File: config.mk
export PLATFORM = sky130hd
export DESIGN_NAME = cascaded_highpass_lowpass_biquad_top_flat
export DESIGN_NICKNAME = d
export VERILOG_FILES = /design/src/rtl/chbq_pkg.sv /design/src/rtl/chbq_if.sv /design/src/rtl/cascaded_highpass_lowpass_biquad_top.sv /design/src/rtl/chbq_section.sv /design/src/flat_wrapper.sv
export SDC_FILE = /design/constraint.sdc
export NUM_CORES = 2
export LEC_CHECK = 0
export ABC_AREA = 1
export ABC_CLOCK_PERIOD_IN_PS = 8550
export CAP_MARGIN = 10
export CORE_ASPECT_RATIO = 1.4
export CORE_UTILIZATION = 46
export DETAILED_ROUTE_END_ITERATION = 16
export DONT_BUFFER_PORTS = 1
export GPL_TIMING_DRIVEN = 0
export HOLD_SLACK_MARGIN = 0.06
export PLACE_DENSITY_LB_ADDON = 0.08
export SKIP_LAST_GASP = 1
export SYNTH_ARGS = -nofsm -noshare
export SYNTH_HDL_FRONTEND = slang
export SYNTH_HIERARCHICAL = 1
export SYNTH_SLANG_ARGS = --single-unit
File: constraint.sdc
create_clock -name clk_i -period 8.55 [get_ports clk_i]
set_input_delay 1.71 -clock clk_i [delete_from_list [all_inputs] [get_ports clk_i]]
set_output_delay 1.71 -clock clk_i [all_outputs]
set_load 0.03 [all_outputs]
File: src/rtl/chbq_pkg.sv
`timescale 1ns / 1ps
// Shared types and constants for the cascaded highpass/lowpass biquad.
// No dependencies; every other file imports this package.
package chbq_pkg;

  localparam int SAMPLE_BITS    = 24;
  localparam int COEF_BITS      = 24;
  localparam int COEF_FRAC_BITS = 22;
  localparam int CFG_IDX_BITS   = 3;
  localparam int CFG_DATA_BITS  = COEF_BITS;

  localparam logic signed [COEF_BITS-1:0] B0_RESET = COEF_BITS'(1) << COEF_FRAC_BITS;

  typedef enum logic [CFG_IDX_BITS-1:0] {
    REG_HP_ENABLE = 3'd0,
    REG_LP_ENABLE = 3'd1,
    REG_HP_B0     = 3'd2,
    REG_HP_A1     = 3'd3,
    REG_HP_A2     = 3'd4,
    REG_LP_B0     = 3'd5,
    REG_LP_A1     = 3'd6,
    REG_LP_A2     = 3'd7
  } cfg_reg_e;

  typedef struct packed {
    logic signed [COEF_BITS-1:0] b0;
    logic signed [COEF_BITS-1:0] a1;
    logic signed [COEF_BITS-1:0] a2;
  } coef_t;

  typedef enum logic [1:0] {
    ST_IDLE,
    ST_HP,
    ST_LP,
    ST_OUT
  } ctrl_state_e;

endpackage

File: src/rtl/chbq_if.sv
`timescale 1ns / 1ps
// Valid/ready channels: sample input, sample output and register write.
// Depends on chbq_pkg for the field widths.
interface chbq_in_if import chbq_pkg::*; ();
  logic                          valid;
  logic                          ready;
  logic signed [SAMPLE_BITS-1:0] sample_in;
  logic                          last_in_block;

  modport source (output valid, sample_in, last_in_block, input ready);
  modport sink (input valid, sample_in, last_in_block, output ready);
endinterface

interface chbq_out_if import chbq_pkg::*; ();
  logic                          valid;
  logic                          ready;
  logic signed [SAMPLE_BITS-1:0] sample_out;
  logic                          last_out;

  modport source (output valid, sample_out, last_out, input ready);
  modport sink (input valid, sample_out, last_out, output ready);
endinterface

interface chbq_cfg_if import chbq_pkg::*; ();
  logic                     valid;
  logic                     ready;
  logic [CFG_IDX_BITS-1:0]  reg_index;
  logic [CFG_DATA_BITS-1:0] wr_data;

  modport source (output valid, reg_index, wr_data, input ready);
  modport sink (input valid, reg_index, wr_data, output ready);
endinterface

File: src/rtl/cascaded_highpass_lowpass_biquad_top.sv
`timescale 1ns / 1ps
// Top level of the cascaded highpass/lowpass biquad filter.
// Depends on chbq_pkg, the channel interfaces in chbq_if and chbq_section.

// One word is taken at a time and passes through the highpass cell and then
// the lowpass cell, each skipped when its enable is clear. A word is
// accepted, run through each enabled section in turn and then loaded into
// the output register. Each cell's single multiplier works through the
// five products one after another, followed by the rounding and saturation
// step. The output register lets a new word be accepted while the previous
// result waits to be taken.
// Coefficients and enables are written through the register channel, which
// is always ready; write them only while the filter is idle.
module cascaded_highpass_lowpass_biquad_top import chbq_pkg::*; (
  input  logic        clk_i,
  input  logic        rst_ni,
  chbq_in_if.sink     samples_i,
  chbq_out_if.source  samples_o,
  chbq_cfg_if.sink    cfg_i
);

  ctrl_state_e                   state_q, state_d;
  logic                          hp_en_q, lp_en_q;
  coef_t                         hp_coef_q, lp_coef_q;
  logic signed [SAMPLE_BITS-1:0] cur_q;
  logic                          last_q;
  logic                          out_valid_q;
  logic signed [SAMPLE_BITS-1:0] out_sample_q;
  logic                          out_last_q;
  logic                          in_ready, in_accept, out_free, out_load;
  logic                          hp_start, lp_start, hp_done, lp_done;
  logic signed [SAMPLE_BITS-1:0] hp_y, lp_y;
  cfg_reg_e                      cfg_reg;

  assign in_accept = samples_i.valid && in_ready;
  assign out_free  = !out_valid_q || samples_o.ready;

  always_comb begin
    state_d = state_q;
    unique case (state_q)
      ST_IDLE: begin
        if (in_accept) begin
          priority if (hp_en_q) state_d = ST_HP;
          else if (lp_en_q)     state_d = ST_LP;
          else                  state_d = ST_OUT;
        end
      end
      ST_HP: begin
        if (hp_done) state_d = lp_en_q ? ST_LP : ST_OUT;
      end
      ST_LP: begin
        if (lp_done) state_d = ST_OUT;
      end
      ST_OUT: begin
        if (out_free) state_d = ST_IDLE;
      end
      default: state_d = ST_IDLE;
    endcase
  end

  always_comb begin
    in_ready = (state_q == ST_IDLE);
    hp_start = (state_q == ST_HP);
    lp_start = (state_q == ST_LP);
    out_load = (state_q == ST_OUT) && out_free;
  end

  chbq_section u_hp (
    .clk_i    (clk_i),
    .rst_ni   (rst_ni),
    .start_i  (hp_start),
    .neg_b1_i (1'b1),
    .coef_i   (hp_coef_q),
    .x_i      (cur_q),
    .done_o   (hp_done),
    .y_o      (hp_y)
  );

  chbq_section u_lp (
    .clk_i    (clk_i),
    .rst_ni   (rst_ni),
    .start_i  (lp_start),
    .neg_b1_i (1'b0),
    .coef_i   (lp_coef_q),
    .x_i      (cur_q),
    .done_o   (lp_done),
    .y_o      (lp_y)
  );

  assign cfg_reg = cfg_reg_e'(cfg_i.reg_index);

  always_ff @(posedge clk_i or negedge rst_ni) begin
    if (!rst_ni) begin
      state_q     <= ST_IDLE;
      out_valid_q <= 1'b0;
      hp_en_q     <= 1'b0;
      lp_en_q     <= 1'b0;
      hp_coef_q   <= '{b0: B0_RESET, a1: '0, a2: '0};
      lp_coef_q   <= '{b0: B0_RESET, a1: '0, a2: '0};
    end else begin
      state_q <= state_d;
      if (out_load) begin
        out_valid_q <= 1'b1;
      end else if (samples_o.ready) begin
        out_valid_q <= 1'b0;
      end
      if (cfg_i.valid) begin
        unique case (cfg_reg)
          REG_HP_ENABLE: hp_en_q      <= cfg_i.wr_data[0];
          REG_LP_ENABLE: lp_en_q      <= cfg_i.wr_data[0];
          REG_HP_B0:     hp_coef_q.b0 <= cfg_i.wr_data[COEF_BITS-1:0];
          REG_HP_A1:     hp_coef_q.a1 <= cfg_i.wr_data[COEF_BITS-1:0];
          REG_HP_A2:     hp_coef_q.a2 <= cfg_i.wr_data[COEF_BITS-1:0];
          REG_LP_B0:     lp_coef_q.b0 <= cfg_i.wr_data[COEF_BITS-1:0];
          REG_LP_A1:     lp_coef_q.a1 <= cfg_i.wr_data[COEF_BITS-1:0];
          REG_LP_A2:     lp_coef_q.a2 <= cfg_i.wr_data[COEF_BITS-1:0];
          default: ;
        endcase
      end
    end
  end

  // the word in flight: take the input, then each finished section's result
  always_ff @(posedge clk_i) begin
    if (in_accept) begin
      cur_q  <= samples_i.sample_in;
      last_q <= samples_i.last_in_block;
    end else if (hp_done) begin
      cur_q <= hp_y;
    end else if (lp_done) begin
      cur_q <= lp_y;
    end
    if (out_load) begin
      out_sample_q <= cur_q;
      out_last_q   <= last_q;
    end
  end

  assign samples_i.ready      = in_ready;
  assign samples_o.valid      = out_valid_q;
  assign samples_o.sample_out = out_sample_q;
  assign samples_o.last_out   = out_last_q;
  assign cfg_i.ready          = 1'b1;

`ifndef NO_ASSERTIONS
  a_out_from_load: assert property (@(posedge clk_i) disable iff (!rst_ni)
    $rose(out_valid_q) |-> $past(state_q == ST_OUT))
    else $error("output word raised outside the load state");
  a_hp_enabled: assert property (@(posedge clk_i) disable iff (!rst_ni)
    (state_q == ST_HP) |-> hp_en_q) else $error("highpass run while disabled");
  a_hp_done_owned: assert property (@(posedge clk_i) disable iff (!rst_ni)
    hp_done |-> (state_q == ST_HP) && !lp_done)
    else $error("highpass finished outside its state");
`endif

endmodule

File: src/rtl/chbq_section.sv
`timescale 1ns / 1ps
// One biquad cell: holds two past inputs and two past outputs and runs the
// five products through a single multiplier. Depends on chbq_pkg.
module chbq_section import chbq_pkg::*; (
  input  logic                          clk_i,
  input  logic                          rst_ni,
  input  logic                          start_i,
  input  logic                          neg_b1_i,
  input  coef_t                         coef_i,
  input  logic signed [SAMPLE_BITS-1:0] x_i,
  output logic                          done_o,
  output logic signed [SAMPLE_BITS-1:0] y_o
);

  localparam int PROD_W = COEF_BITS + SAMPLE_BITS;
  localparam int ACC_W  = PROD_W + 3;
  localparam logic [2:0] STEP_X   = 3'd0;
  localparam logic [2:0] STEP_X1  = 3'd1;
  localparam logic [2:0] STEP_X2  = 3'd2;
  localparam logic [2:0] STEP_Y1  = 3'd3;
  localparam logic [2:0] STEP_Y2  = 3'd4;
  localparam logic [2:0] STEP_LAST = 3'd6;
  localparam logic signed [ACC_W-1:0] HALF_LSB = ACC_W'(1) << (COEF_FRAC_BITS - 1);

  typedef enum logic [1:0] {
    TERM_ADD,
    TERM_SUB,
    TERM_ADD2,
    TERM_SUB2
  } term_e;

  logic                          busy_q, busy_d;
  logic [2:0]                    step_q, step_d;
  logic [2:0]                    step_cur;
  logic                          run;
  logic signed [COEF_BITS-1:0]   op_a;
  logic signed [SAMPLE_BITS-1:0] op_b;
  term_e                         op_sel, op_q;
  logic signed [PROD_W-1:0]      prod_d, prod_q;
  logic signed [ACC_W-1:0]       prod_ext, term, acc_q, acc_rnd, acc_sh;
  logic signed [SAMPLE_BITS-1:0] px_q [2];
  logic signed [SAMPLE_BITS-1:0] py_q [2];
  logic                          fits;

  assign run      = busy_q | start_i;
  assign step_cur = busy_q ? step_q : STEP_X;
  assign done_o   = busy_q && (step_q == STEP_LAST);

  // operand schedule: b0*x, 2*b0*x1 (negated when neg_b1_i is set), b0*x2, a1*y1, a2*y2
  always_comb begin
    unique case (step_cur)
      STEP_X: begin
        op_a = coef_i.b0; op_b = x_i; op_sel = TERM_ADD;
      end
      STEP_X1: begin
        op_a = coef_i.b0; op_b = px_q[0]; op_sel = neg_b1_i ? TERM_SUB2 : TERM_ADD2;
      end
      STEP_X2: begin
        op_a = coef_i.b0; op_b = px_q[1]; op_sel = TERM_ADD;
      end
      STEP_Y1: begin
        op_a = coef_i.a1; op_b = py_q[0]; op_sel = TERM_SUB;
      end
      STEP_Y2: begin
        op_a = coef_i.a2; op_b = py_q[1]; op_sel = TERM_SUB;
      end
      default: begin
        op_a = coef_i.b0; op_b = x_i; op_sel = TERM_ADD;
      end
    endcase
  end

  assign prod_d   = op_a * op_b;
  assign prod_ext = {{(ACC_W-PROD_W){prod_q[PROD_W-1]}}, prod_q};

  always_comb begin
    unique case (op_q)
      TERM_ADD:  term = prod_ext;
      TERM_SUB:  term = -prod_ext;
      TERM_ADD2: term = prod_ext <<< 1;
      TERM_SUB2: term = -(prod_ext <<< 1);
      default:   term = prod_ext;
    endcase
  end

  // round half up, then saturate to the sample range
  assign acc_rnd = acc_q + HALF_LSB;
  assign acc_sh  = acc_rnd >>> COEF_FRAC_BITS;
  assign fits    = (&acc_sh[ACC_W-1:SAMPLE_BITS-1]) || !(|acc_sh[ACC_W-1:SAMPLE_BITS-1]);

  always_comb begin
    if (fits) begin
      y_o = acc_sh[SAMPLE_BITS-1:0];
    end else begin
      y_o = {acc_sh[ACC_W-1], {(SAMPLE_BITS-1){!acc_sh[ACC_W-1]}}};
    end
  end

  always_comb begin
    busy_d = busy_q;
    step_d = step_q;
    if (!busy_q && start_i) begin
      busy_d = 1'b1;
      step_d = STEP_X1;
    end else if (busy_q) begin
      if (step_q == STEP_LAST) begin
        busy_d = 1'b0;
        step_d = STEP_X;
      end else begin
        step_d = step_q + 3'd1;
      end
    end
  end

  always_ff @(posedge clk_i or negedge rst_ni) begin
    if (!rst_ni) begin
      busy_q <= 1'b0;
      step_q <= STEP_X;
      px_q[0] <= '0;
      px_q[1] <= '0;
      py_q[0] <= '0;
      py_q[1] <= '0;
    end else begin
      busy_q <= busy_d;
      step_q <= step_d;
      if (done_o) begin
        px_q[1] <= px_q[0];
        px_q[0] <= x_i;
        py_q[1] <= py_q[0];
        py_q[0] <= y_o;
      end
    end
  end

  // accumulate the product registered on the previous step
  always_ff @(posedge clk_i) begin
    if (run) begin
      prod_q <= prod_d;
      op_q   <= op_sel;
      acc_q  <= (step_cur == STEP_X) ? '0 : acc_q + term;
    end
  end

`ifndef NO_ASSERTIONS
  a_idle_after_done: assert property (@(posedge clk_i) disable iff (!rst_ni)
    done_o |=> !busy_q) else $error("cell still busy after done");
  a_step_range: assert property (@(posedge clk_i) disable iff (!rst_ni)
    busy_q |-> step_q <= STEP_LAST) else $error("step counter out of range");
  a_hist_hold: assert property (@(posedge clk_i) disable iff (!rst_ni)
    !done_o |=> $stable(px_q[0]) && $stable(py_q[0]))
    else $error("history changed without a finished word");
`endif

endmodule

File: src/flat_wrapper.sv
// flat-port wrapper written by rule: the top's interface ports become plain ports
module cascaded_highpass_lowpass_biquad_top_flat import chbq_pkg::*;
  (clk_i, rst_ni, samples_i_valid, samples_i_sample_in, samples_i_last_in_block, samples_i_ready, samples_o_valid, samples_o_sample_out, samples_o_last_out, samples_o_ready, cfg_i_valid, cfg_i_reg_index, cfg_i_wr_data, cfg_i_ready);
  chbq_in_if samples_i_i ();
  chbq_out_if samples_o_i ();
  chbq_cfg_if cfg_i_i ();
  input  logic clk_i;
  input  logic rst_ni;
  input wire logic [$bits(samples_i_i.valid)-1:0] samples_i_valid;
  input wire logic [$bits(samples_i_i.sample_in)-1:0] samples_i_sample_in;
  input wire logic [$bits(samples_i_i.last_in_block)-1:0] samples_i_last_in_block;
  output wire logic [$bits(samples_i_i.ready)-1:0] samples_i_ready;
  output wire logic [$bits(samples_o_i.valid)-1:0] samples_o_valid;
  output wire logic [$bits(samples_o_i.sample_out)-1:0] samples_o_sample_out;
  output wire logic [$bits(samples_o_i.last_out)-1:0] samples_o_last_out;
  input wire logic [$bits(samples_o_i.ready)-1:0] samples_o_ready;
  input wire logic [$bits(cfg_i_i.valid)-1:0] cfg_i_valid;
  input wire logic [$bits(cfg_i_i.reg_index)-1:0] cfg_i_reg_index;
  input wire logic [$bits(cfg_i_i.wr_data)-1:0] cfg_i_wr_data;
  output wire logic [$bits(cfg_i_i.ready)-1:0] cfg_i_ready;
  assign samples_i_i.valid = samples_i_valid;
  assign samples_i_i.sample_in = samples_i_sample_in;
  assign samples_i_i.last_in_block = samples_i_last_in_block;
  assign samples_i_ready = samples_i_i.ready;
  assign samples_o_valid = samples_o_i.valid;
  assign samples_o_sample_out = samples_o_i.sample_out;
  assign samples_o_last_out = samples_o_i.last_out;
  assign samples_o_i.ready = samples_o_ready;
  assign cfg_i_i.valid = cfg_i_valid;
  assign cfg_i_i.reg_index = cfg_i_reg_index;
  assign cfg_i_i.wr_data = cfg_i_wr_data;
  assign cfg_i_ready = cfg_i_i.ready;
  cascaded_highpass_lowpass_biquad_top u_core (.clk_i(clk_i), .rst_ni(rst_ni), .samples_i(samples_i_i), .samples_o(samples_o_i), .cfg_i(cfg_i_i));
endmodule
* Word level (Yosys, flattened, before mapping)
Cells that the tools add are included.
** Storage, ports and cells
- Input bits :: 57
- Bits in registers :: 601
- Logic and storage cells :: 153
- Output and inout port bits :: 28
** Operators by class
- Reductions and logical operators :: 41
- Bitwise operators :: 2
- Muxes and demuxes :: 36
- $add $sub $neg :: 10
- $mul :: 2
- Eq/ne operators :: 30
** Operators by type and width (count)
- $pmux 51 s4 :: 2
- $pmux 24 s4 :: 2
- $mux 24 :: 5
- $add 51x23->51 const B :: 2
- $add 51x51->51 :: 2
- $neg 48->51 :: 2
- $neg 49->51 :: 2
- $mul 24x24->48 :: 2
- $pmux 24 s2 :: 2
- $eq 3x3->1 const B :: 8
- $mux 3 :: 8
- $eq 3x2->1 const B :: 6
- $reduce_and 2->1 :: 8
- $eq 2x2->1 const B :: 6
- $reduce_and 6->1 :: 2
- $reduce_or 6->1 :: 2
- $mux 2 :: 5
- $eq 3x1->1 const B :: 3
- $logic_not 3->1 :: 3
- $mux 1 :: 9
- $pmux 2 s2 :: 2
- $pmux 2 s4 :: 1
- $logic_not 1->1 :: 7
- $add 3x1->3 const B :: 2
- other kinds (11) :: 28

* Longest topological paths before layout
- Word-level depth :: 8
- Depth in mapped cells :: 41
- Gate-level depth less buffers :: 38

* Modules after synthesis
The synthesis kept the hierarchy.
** By module, submodules not included
- chbq_section (u_core.u_hp) :: cells an instance 4807, times used 1, area an instance 36930.4 µm²
- chbq_section (u_core.u_lp) :: cells an instance 4806, times used 1, area an instance 36672.7 µm²
- cascaded_highpass_lowpass_biquad_top :: cells an instance 736, times used 1, area an instance 7825.0 µm²

* Worst setup path before layout
OpenSTA, ideal clock, no wires.
- Path kind :: reg-to-reg
- From :: reg u_core.u_hp.step_q[1]
- To :: reg u_core.u_hp.prod_q[46] (data pin)
- Data required time :: 8297 ps
- Setup slack :: 373 ps
- Library setup time :: 253 ps
- Stages on the path, launching flop included :: 34
- Path buffers :: 2
- Arrival time :: 7924 ps
- Cells stage by stage :: dfrtp_1 nand2_4 inv_2 nand2_4 inv_4 nor2_8 inv_2 nor3_4 buf_6 nand2_1 nand2_1 inv_2 buf_6 nor2_1 fa_1 fa_1 inv_1 fa_1 inv_1 fa_1 fa_1 fa_1 inv_1 fa_1 inv_1 ha_1 nand2_1 nor2_1 inv_1 nor2_1 and3_1 or3b_2 nand4_1 nand2_1
** Between the ends
- Cells in the longest elaborated chain, start to end :: 4
** RTL lines
- start, declared :: RTL line chbq_section.sv:33 : logic [2:0] step_q, step_d;
- start signal, assigned :: RTL line chbq_section.sv:125 : step_q <= step_d;
- $mux 3 * :: RTL line chbq_section.sv:46 : assign step_cur = busy_q ? step_q : STEP_X;
- $eq 3x3->1, or another cell as far along :: RTL line chbq_section.sv:51 : unique case (step_cur)
- $pmux 24 s4 / $pmux 24 s2 (equally long branches) :: RTL line chbq_section.sv:51
- $mul 24x24->48 * :: RTL line chbq_section.sv:73 : assign prod_d = op_a * op_b;
- net u_core.u_hp.prod_d[46] :: RTL line chbq_section.sv:39 : logic signed [PROD_W-1:0] prod_d, prod_q;
- end signal, assigned :: RTL line chbq_section.sv:138 : prod_q <= prod_d;
- end, declared :: RTL line chbq_section.sv:39
Mark *: on every way through the listed nets, which the timed path passes. The rest lies on a longest branch.
A chain may end at the register's enable or synchronous reset.

* Final worst setup path
- From :: reg u_core.u_hp.busy_q
- To :: reg u_core.u_hp.prod_q[43] (data pin)
** Between the ends
- Cells in the longest elaborated chain, start to end :: 4
** RTL lines
- start, declared :: RTL line chbq_section.sv:32 : logic busy_q, busy_d;
- start signal, assigned :: RTL line chbq_section.sv:124 : busy_q <= busy_d;
- $mux 3 * :: RTL line chbq_section.sv:46
- $eq 3x3->1, or another cell as far along :: RTL line chbq_section.sv:51
- $pmux 24 s4 / $pmux 24 s2 (equally long branches) :: RTL line chbq_section.sv:51
- $mul 24x24->48 * :: RTL line chbq_section.sv:73
- net u_core.u_hp.prod_d[43] :: RTL line chbq_section.sv:39
Marks and branches as above.

==> flow_summary_export.csv <==
group,metric,value,unit
global_route,track_usage,34.56,%
routing,drc_errors,0,
routing,drtIter0Drc,5980,
final_layout,area_growth,8.970,%
logic_synthesis,synthArstFlopShare,58.07,%
setup_path,crit_buf_inv,12,
global_route,globalRouteMet1Util,43.21,%
logic_synthesis,synth_warnings,6,
clocking,ctsHoldBuffers,0,
logic_synthesis,synth_area,81430,um2
timing,hold_violations,0,
timing,max_clock_freq,0.1186,GHz
setup_path,cp_data_required_time,8990,ps
global_route,overflow,0,
setup_path,path_delay_family,"adder cells",
setup_path,endpoint,"u_core/u_hp/prod_q[43]$_DFFE_PP_",
logic_synthesis,ys_types,66,
setup_path,worst_r2r_path_depth,33,
setup_path,max_stage_delay,600,ps
setup_path,path_depth,33,
routing,wl_per_cell,23.88,um
timing,tightest_slew,1608,ps
global_route,top_usage_layer,"met2",
logic_synthesis,synth-edff-count,252,
floorplan,core_area,175800,um2
clocking,cts_tree,"done",
logic_synthesis,synth_ff_type,"dfrtp_1",
setup_path,criticalPathCategory,"register to register",
placed_design,gp_congestion,0.9959,
timing,max-slew-margin-rel,-7.233,%
floorplan,dieWidth,357.6,um
setup_path,crit_path_top_delay_cell,"fa_2",
setup_path,path_common_cell,"fa_1",
setup_path,rr_endpoint,"u_core/u_hp/prod_q[43]$_DFFE_PP_",
logic_synthesis,synthCells,10350,
final_layout,final_area,88730,um2
logic_synthesis,synth-seq-cells,601,
logic_synthesis,synth_area_per_cell,7.868,um2
setup_path,critPathLaunchType,"register",
setup_path,endpoint_kind,"register",
timing,clock_skew,40.38,ps
global_route,grt_pass1_wl,456.0,mm
global_route,use_met2,57.81,%
clocking,clk_latency,720,ps
global_route,grt_pass1_vias,73450,
setup_path,rrSetupSlack,120,ps
routing,vias,71330,
setup_path,r2r_start,"u_core/u_hp/busy_q$_DFF_PN0_",
timing,min_period_over_period,98.63,%
outcome,status,"finished with violations",
final_layout,layout-drive-gt1-share,8.021,%
final_layout,layout_commonest_cell,"nand2_1",
global_route,antenna_found_initial,14,
routing,wl,306.9,mm
timing,tns,0,ps
global_route,met3_usage,5.024,%
global_route,grt_max_degree,350,
final_layout,mostFrequentLayoutCells,"nand2_1, inv_1, nor2_1",
timing,setup_violations,0,
final_layout,nNetsFinal,12140,
routing,ant_nets,0,
clocking,cts_buffer_depth,3,
clocking,cts-root-buf,"clkbuf_16",
outcome,violations,"max-slew violations",
clocking,cts_sinks,601,
timing,rsz0062_at_grt,"true",
floorplan,initial_core_util,46.32,%
placed_design,placed_area,84390,um2
setup_path,cp_max_fo,7,
routing,dr.pass1.iters,6,
job,maxCapViolations,0,
logic_synthesis,ys_seq_area_share,20.02,%
clocking,cts_max_level,3,
routing,via_per_inst,5.551,
floorplan,die-area,178700,um2
floorplan,row_count,182,
clocking,cts_inserted_buffers,69,
timing,timing.final.max_slew_violations,126,
setup_path,cp-startpoint,"u_core/u_hp/busy_q$_DFF_PN0_",
floorplan,die_h,499.8,um
hold_path,whs_path_depth,0,
placed_design,dp.final_hpwl,253.9,mm
placed_design,numPortBuffers,0,
hold_path,holdCritPathClass,"register to register",
floorplan,pin_count,85,
setup_path,cp_data_arrival_time,8870,ps
timing,finalCriticalPeriod,8433,ps
clocking,clkSlewWorstSetupHoldPaths,60,ps
[worst reg2reg max path: cells and delay by family (launching register included)]
family | cells | cell delay (ps)
simple gates | 9 | 1280
fa+ha+maj | 8 | 4120
flops | 1 | 450
buf+inv | 12 | 1290
xor+xnor | 1 | 230
compound gates | 3 | 790
[flip-flops by register name, indices dropped and copies added (netlist names), 2 cells and up]
register / flops
u_core/cur_q: 24
u_core/hp_coef_q: 72
u_core/lp_coef_q: 72
u_core/samples_o.sample_out: 24
u_core/state_q: 2
u_core/u_hp/acc_q: 51
u_core/u_hp/op_q: 2
u_core/u_hp/prod_q: 48
u_core/u_hp/px_q: 48
u_core/u_hp/py_q: 48
u_core/u_hp/step_q: 3
u_core/u_lp/acc_q: 51
u_core/u_lp/op_q: 2
u_core/u_lp/prod_q: 48
u_core/u_lp/px_q: 48
u_core/u_lp/py_q: 48
u_core/u_lp/step_q: 3
[logic make-up (layout without fill, tap and decap cells)]
logic type,after synthesis,count (layout),share of synthesized area (%)
AOI/OAI and AO/OA,1341,1341,9.542
xor gates and xnor gates,180,180,1.953
adders and majority gates,1592,1592,35.67
buffers and inverters,2354,2551,11.61
DFF,601,601,20.02
other,2,6,0.009223
and+or+nand+nor,4279,4279,21.19
[synthesized netlist by cell type (46+ instances only)]
cell	count	share of area, %
o21ai_1	76	0.47
clkbuf_1	135	0.62
buf_2	147	0.90
nor2_1	1324	6.1
a22o_1	46	0.49
edfxtp_1	252	9.3
inv_1	1950	9.0
nand4_1	48	0.37
ha_1	376	5.8
xor2_1	123	1.3
nor3_1	62	0.38
a31oi_1	51	0.39
nand2_2	61	0.47
nand2_1	2326	11
xnor2_1	56	0.60
a21oi_1	340	2.1
nand3_1	352	2.2
fa_1	1216	30
o21ai_0	547	3.4
a221oi_1	51	0.55
dfrtp_1	347	11
[repair_timing]
action,CTS,global route
hold endpoints to repair,0,0
resized for setup,175,240
setup endpoints to repair,61,49
pin swaps,22,48
gates cloned,2,0
buffers inserted,31,39
[metal layers]
layer  vias to the layer above  part of all wire (%)
li1                      32140                     -
met1                     35510                    39
met2                      2942                    48
met3                       732                   7.1
met4                        10                   5.8
met5                         -                 0.021
[how the worst min path moves through the flow]
stage | start | endpoint | slack [ps]
2_1_floorplan | u_core/last_q$_DFFE_PP_ | u_core/samples_o.last_out$_DFFE_PP_ | 400
3_3_place_gp | u_core/last_q$_DFFE_PP_ | u_core/samples_o.last_out$_DFFE_PP_ | 400
3_5_place_dp | u_core/last_q$_DFFE_PP_ | u_core/samples_o.last_out$_DFFE_PP_ | 410
4_1_cts | u_core/last_q$_DFFE_PP_ | u_core/samples_o.last_out$_DFFE_PP_ | 430
5_1_grt | u_core/last_q$_DFFE_PP_ | u_core/samples_o.last_out$_DFFE_PP_ | 430
6_report | u_core/last_q$_DFFE_PP_ | u_core/samples_o.last_out$_DFFE_PP_ | 420
[metrics by stage]
step | std cells | utilization (%) | setup WS, ps | hold slack, ps
2_1_floorplan | 10350 | - | 373.4 | 400.3
4_1_cts | 12810 | 49.82 | -50.00 | 425.9
3_3_place_gp | 12650 | 47.96 | -1595 | 403.8
3_5_place_dp | 12650 | 48.00 | -1661 | 410.9
5_1_grt | 12850 | 50.47 | -40.00 | 432.9
6_report | 12850 | 50.47 | 117.2 | 423.3
[area by class of cell]
class                           count  area, um2
Tap cell                         2300       2878
Buffer                            348       2082
Inverter                         2001       7601
Timing Repair Buffer               75      733.2
Sequential cell                   601      16310
Multi-Input combinational cell   7395      56760
Antenna cell                        3      7.507
Clock inverter                     37      475.5
Fill cell                       17520      87070
Clock buffer                       90       1887
Power is not shown: default switching activity piles up to over one toggle a cycle in this logic, so the estimate is an artifact.
